### src/sv/ptm_pkg.sv
// ptm_pkg: shared types, constants and descriptor helpers for the page table updater
// no dependencies; used by every module of the block except ptm_table_ram

package ptm_pkg;

   // pool geometry
   localparam int TABLE_PAGES  = 16;
   localparam int IDX_W        = 9;
   localparam int PAGE_W       = $clog2(TABLE_PAGES);
   localparam int NFT_W        = $clog2(TABLE_PAGES + 1);
   localparam int SLOT_W       = PAGE_W + IDX_W;
   localparam int TABLE_DEPTH  = TABLE_PAGES * (1 << IDX_W);
   localparam int FRAME_W      = 36;

   // word field widths
   localparam int VA_W         = 39;
   localparam int PA_W         = 48;
   localparam int FLAGS_W      = 3;
   localparam int STATUS_W     = 3;
   localparam int DESC_W       = 64;

   // status codes
   localparam logic [STATUS_W-1:0] ST_OK         = 3'd0;
   localparam logic [STATUS_W-1:0] ST_MISALIGNED = 3'd1;
   localparam logic [STATUS_W-1:0] ST_EXHAUSTED  = 3'd2;
   localparam logic [STATUS_W-1:0] ST_MAPPED     = 3'd3;
   localparam logic [STATUS_W-1:0] ST_UNMAPPED   = 3'd4;

   // operation codes
   localparam logic FUNC_MAP   = 1'b0;
   localparam logic FUNC_UNMAP = 1'b1;

   // descriptor bits
   localparam logic [DESC_W-1:0] ADDR_MASK     = 64'h0000_FFFF_FFFF_F000;
   localparam logic [DESC_W-1:0] DESC_VALID    = 64'h3;
   localparam logic [DESC_W-1:0] BIT_AF        = 64'h1 << 10;
   localparam logic [DESC_W-1:0] BIT_PXN       = 64'h1 << 53;
   localparam logic [DESC_W-1:0] BIT_UXN       = 64'h1 << 54;
   localparam logic [DESC_W-1:0] SH_INNER_BITS = 64'h3 << 8;
   localparam logic [DESC_W-1:0] AP_USER_BIT   = 64'h1 << 6;
   localparam logic [DESC_W-1:0] ATTR_DEVICE   = 64'h1 << 2;

   // walk levels
   localparam logic [1:0] LVL_L1 = 2'd0;
   localparam logic [1:0] LVL_L2 = 2'd1;
   localparam logic [1:0] LVL_L3 = 2'd2;

   typedef enum logic [2:0] {
      S_CLEAR,
      S_IDLE,
      S_READ,
      S_EVAL,
      S_DONE
   } state_type;

   // result of the link decode and table address unit
   typedef struct packed {
      logic              ok;
      logic [PAGE_W-1:0] page;
      logic [FRAME_W-1:0] new_frame;
   } link_res_type;

   function automatic logic [DESC_W-1:0] page_desc(input logic [PA_W-1:0] pa,
                                                   input logic [FLAGS_W-1:0] flags);
      logic              dev;
      logic              nx;
      logic              usr;
      logic [DESC_W-1:0] d;
      dev = flags[0];
      nx  = flags[1];
      usr = flags[2];
      d = ({16'b0, pa} & ADDR_MASK) | DESC_VALID | BIT_AF;
      d = d | (dev ? ATTR_DEVICE : SH_INNER_BITS);
      if (usr) begin
         d = d | AP_USER_BIT | BIT_PXN;
         if (nx) begin
            d = d | BIT_UXN;
         end
      end else begin
         d = d | BIT_UXN;
         if (dev || nx) begin
            d = d | BIT_PXN;
         end
      end
      return d;
   endfunction

endpackage

### src/sv/ptm_link_unit.sv
// ptm_link_unit: shared frame arithmetic for the walk
// decodes a table link into a pool page and forms the frame of a new table
// depends on ptm_pkg

module ptm_link_unit (
   input  logic [ptm_pkg::DESC_W-1:0] entry,
   input  logic [ptm_pkg::PA_W-1:0]   pool_base,
   input  logic [ptm_pkg::NFT_W-1:0]  next_free,
   output ptm_pkg::link_res_type      res
);

   logic [ptm_pkg::FRAME_W-1:0] base_frame;
   logic [ptm_pkg::FRAME_W-1:0] offset;
   logic [ptm_pkg::FRAME_W-1:0] nft_ext;

   assign base_frame = pool_base[ptm_pkg::PA_W-1:12];
   assign nft_ext    = ptm_pkg::FRAME_W'(next_free);

   // offset wraps modulo the 48-bit address space
   assign offset = entry[ptm_pkg::PA_W-1:12] - base_frame;

   always_comb begin
      res.ok        = (entry[1:0] == 2'b11) && (offset != '0) && (offset < nft_ext);
      res.page      = offset[ptm_pkg::PAGE_W-1:0];
      res.new_frame = base_frame + nft_ext;
   end

endmodule

### config.mk
export PLATFORM = sky130hd
export DESIGN_NAME = ptm_link_unit
export DESIGN_NICKNAME = d
export VERILOG_FILES = /design/src/sv/ptm_pkg.sv /design/src/sv/ptm_link_unit.sv
export SDC_FILE = /design/constraint.sdc
export NUM_CORES = 1
export LEC_CHECK = 0
export BUFFER_PORTS_ARGS = -buffer_cell sky130_fd_sc_hd__buf_2
export CORE_MARGIN = 2
export CORE_UTILIZATION = 40
export DETAILED_ROUTE_END_ITERATION = 12
export PLACE_DENSITY = 0.71
export SKIP_LAST_GASP = 1
export SLEW_MARGIN = 0
export SYNTH_ARGS = -nofsm -noshare
export SYNTH_HDL_FRONTEND = slang
export SYNTH_SLANG_ARGS = --single-unit
### constraint.sdc
create_clock -name vclk -period 5.4
set_input_delay 0.54 -clock vclk [all_inputs]
set_output_delay 0.54 -clock vclk [all_outputs]
set_load 0.005 [all_outputs]
==> flow_summary.json <==
{
  "crit_family": "simple AND/OR/NAND/NOR gates",
  "use_met3_pct": 0.5641,
  "critical_path_buf_inv_count": 3,
  "finalCriticalPeriod_ns": 5.031,
  "dr.pass1.iters": 5,
  "leakage_nw": 1.827,
  "startpoint_type": "input pin",
  "fin_nets": 742,
  "worstPathArrival_ns": 4.49,
  "p_switching_w": 0.0002313,
  "max_freq_mhz": 198.8,
  "die_h_um": 93.37,
  "drive_gt1_share_pct": 24.96,
  "power.total_w": 0.0004071,
  "power_density_nw_per_um2": 107.0,
  "drc": 0,
  "grt_usage_pct": 20.78,
  "drtIter0Drc": 165,
  "tightestPinTransition_ns": 0.4766,
  "max_slew_margin_pct": 68.23,
  "ys_top_cells_by_area": "ha_1 17%, xnor2_1 12%, inv_1 6.9%",
  "clockPowerShare_pct": 0,
  "status": "completed",
  "worstHoldStart": "pool_base[28]",
  "whs_endpoint": "res[16]",
  "gp_congestion": 0.9288,
  "layout_common_cells": "120 x buf_2, 59 x inv_1, 44 x a21oi_1, 44 x xnor2_1, 44 x ha_1",
  "layout_commonest_cell": "buf_2",
  "place_hpwl_um": 8261,
  "avgViaCountPerCell": 5.524,
  "vias": 3751,
  "use_met1_pct": 27.57,
  "p_sw_share_pct": 56.82,
  "utilization_pct": 49.22,
  "setup_viol": 0,
  "cts_resized": 0,
  "die_w_um": 93.37,
  "worst_slack_ns": 0.3693,
  "syn_inst": 473,
  "crit_chain": "buf_2 > inv_1 > ha_1 > fa_1 > nand2b_1 > a21oi_1 > xor2_1 > ha_1 > a222oi_1 > o2111ai_1 > nor4_2 > o2111ai_1 > nor4_1 > nand4_1 > or4_1 > nor4_2 > buf_2",
  "routedWlPerCell_um": 13.91,
  "synth_top_cell_area_share_pct": 17.23,
  "min_path_cells": 3,
  "syn-num-nets": 636,
  "die_area_sq_um": 8717,
  "seq_cells": 0,
  "hold_class": "input pin to output pin",
  "seq_area_frac_synth_pct": 0,
  "rows": 32,
  "core_sq_um": 7727,
  "area_delta_synth_final_pct": 19.08,
  "ir_worst_vdd_uv": 39.69,
  "cp_slowest_cell": "or4_1",
  "yosysTopAreaCell": "ha_1",
  "grt_max_degree": 13,
  "grt_pass1_wl_um": 15540,
  "slowest_delay_ns": 0.57,
  "cts_hold_buffers": 0,
  "max_cap_violations": 0,
  "antenna_cells": 0,
  "finalCritPeriodShare_pct": 93.16,
  "syn_area_sq_um": 3194,
  "overflow": 0,
  "cts_setup_buffers": 0,
  "worst-path-max-fanout": 2,
  "p_comb_share_pct": 100.0,
  "synthDistinctLibCells": 70,
  "start_util_pct": 41.34,
  "wl_um": 9446,
  "antenna_found_initial": 0,
  "final_cells": 679,
  "hold_violations": 0,
  "place_inst": 679,
  "rsz0062_at_grt": "no",
  "synth_area_per_cell_sq_um": 6.753,
  "p_int_w": 0.0001758,
  "n_clock_buffer": 0,
  "preCtsSetupSlack_ns": 0.4169,
  "regArea_sq_um": 0,
  "grtUsageMet2_pct": 38.19,
  "grt_pass1_vias": 3526,
  "endpoint_kind": "output pin",
  "numPortBuffers": 120,
  "crit_required_ns": 4.86,
  "finalSetupTns_ns": 0,
  "io_pins": 158,
  "critPathKind": "input pin to output pin",
  "slew_violations": 0,
  "drtAntennaViolNets": 0,
  "ys_warn_count": 0,
  "power.share.sequential_pct": 0,
  "top_usage_layer": "met2"
}
## metrics by stage
stage               instance area (sq um)  hold slack, ns
floorplan                            3194           1.135
global placement                     3804           1.349
detailed placement                   3804           1.352
CTS                                  3804           1.352
global route                         3804           1.369
finish                               3804           1.350
## how the worst max path moves through the flow
stage / start / endpoint / slack, ns / cells after the start
3_3_place_gp: entry[12] / res[40] / 0.53 / 17
2_1_floorplan: entry[12] / res[40] / 1.04 / 15
4_1_cts: entry[12] / res[40] / 0.42 / 17
5_1_grt: entry[12] / res[40] / 0.16 / 17
6_report: entry[12] / res[40] / 0.37 / 17
3_5_place_dp: entry[12] / res[40] / 0.42 / 17
## logic make-up (layout without fill, tap and decap cells)
kind of cell,after synthesis,after routing,share of synthesized area [%]
fa+ha+maj,46,46,18.49
buf+inv,76,180,10.77
compound gates,131,131,28.24
simple gates,163,163,26.71
xor+xnor,54,54,14.81
mux,3,3,0.9792
## layer usage
| layer | part of all wire [%] | wire (um) |
|---|---|---|
| met5 | 0 | 0 |
| met4 | 1.0 | 97 |
| met3 | 5.7 | 536 |
| met2 | 50 | 4737 |
| met1 | 43 | 4074 |
## cells in the mapped netlist, types with 10 or more instances
master and n:
a21o_1 10, nand2_1 38, o21ai_0 15, xnor2_1 44, xor2_1 10, inv_1 59
nor3_1 17, nor2_1 38, nand3_1 15, a21oi_1 44, ha_1 44, nand4_1 13
## power by group through the flow
stage          Combinational (W)  Clock [W]  Sequential, W
2_1_floorplan           0.000291          0              0
3_3_place_gp            0.000397          0              0
3_5_place_dp            0.000404          0              0
4_1_cts                 0.000406          0              0
5_1_grt                 0.000455          0              0
6_report                0.000407          0              0
## cell type report
| class | instances | area [sq um] |
|---|---|---|
| Timing Repair Buffer | 120 | 600.6 |
| Inverter | 60 | 225.2 |
| Tap cell | 102 | 127.6 |
| Fill cell | 794 | 3924 |
| Multi-Input combinational cell | 397 | 2850 |
Note: power is estimated with default switching activity, not from simulation.
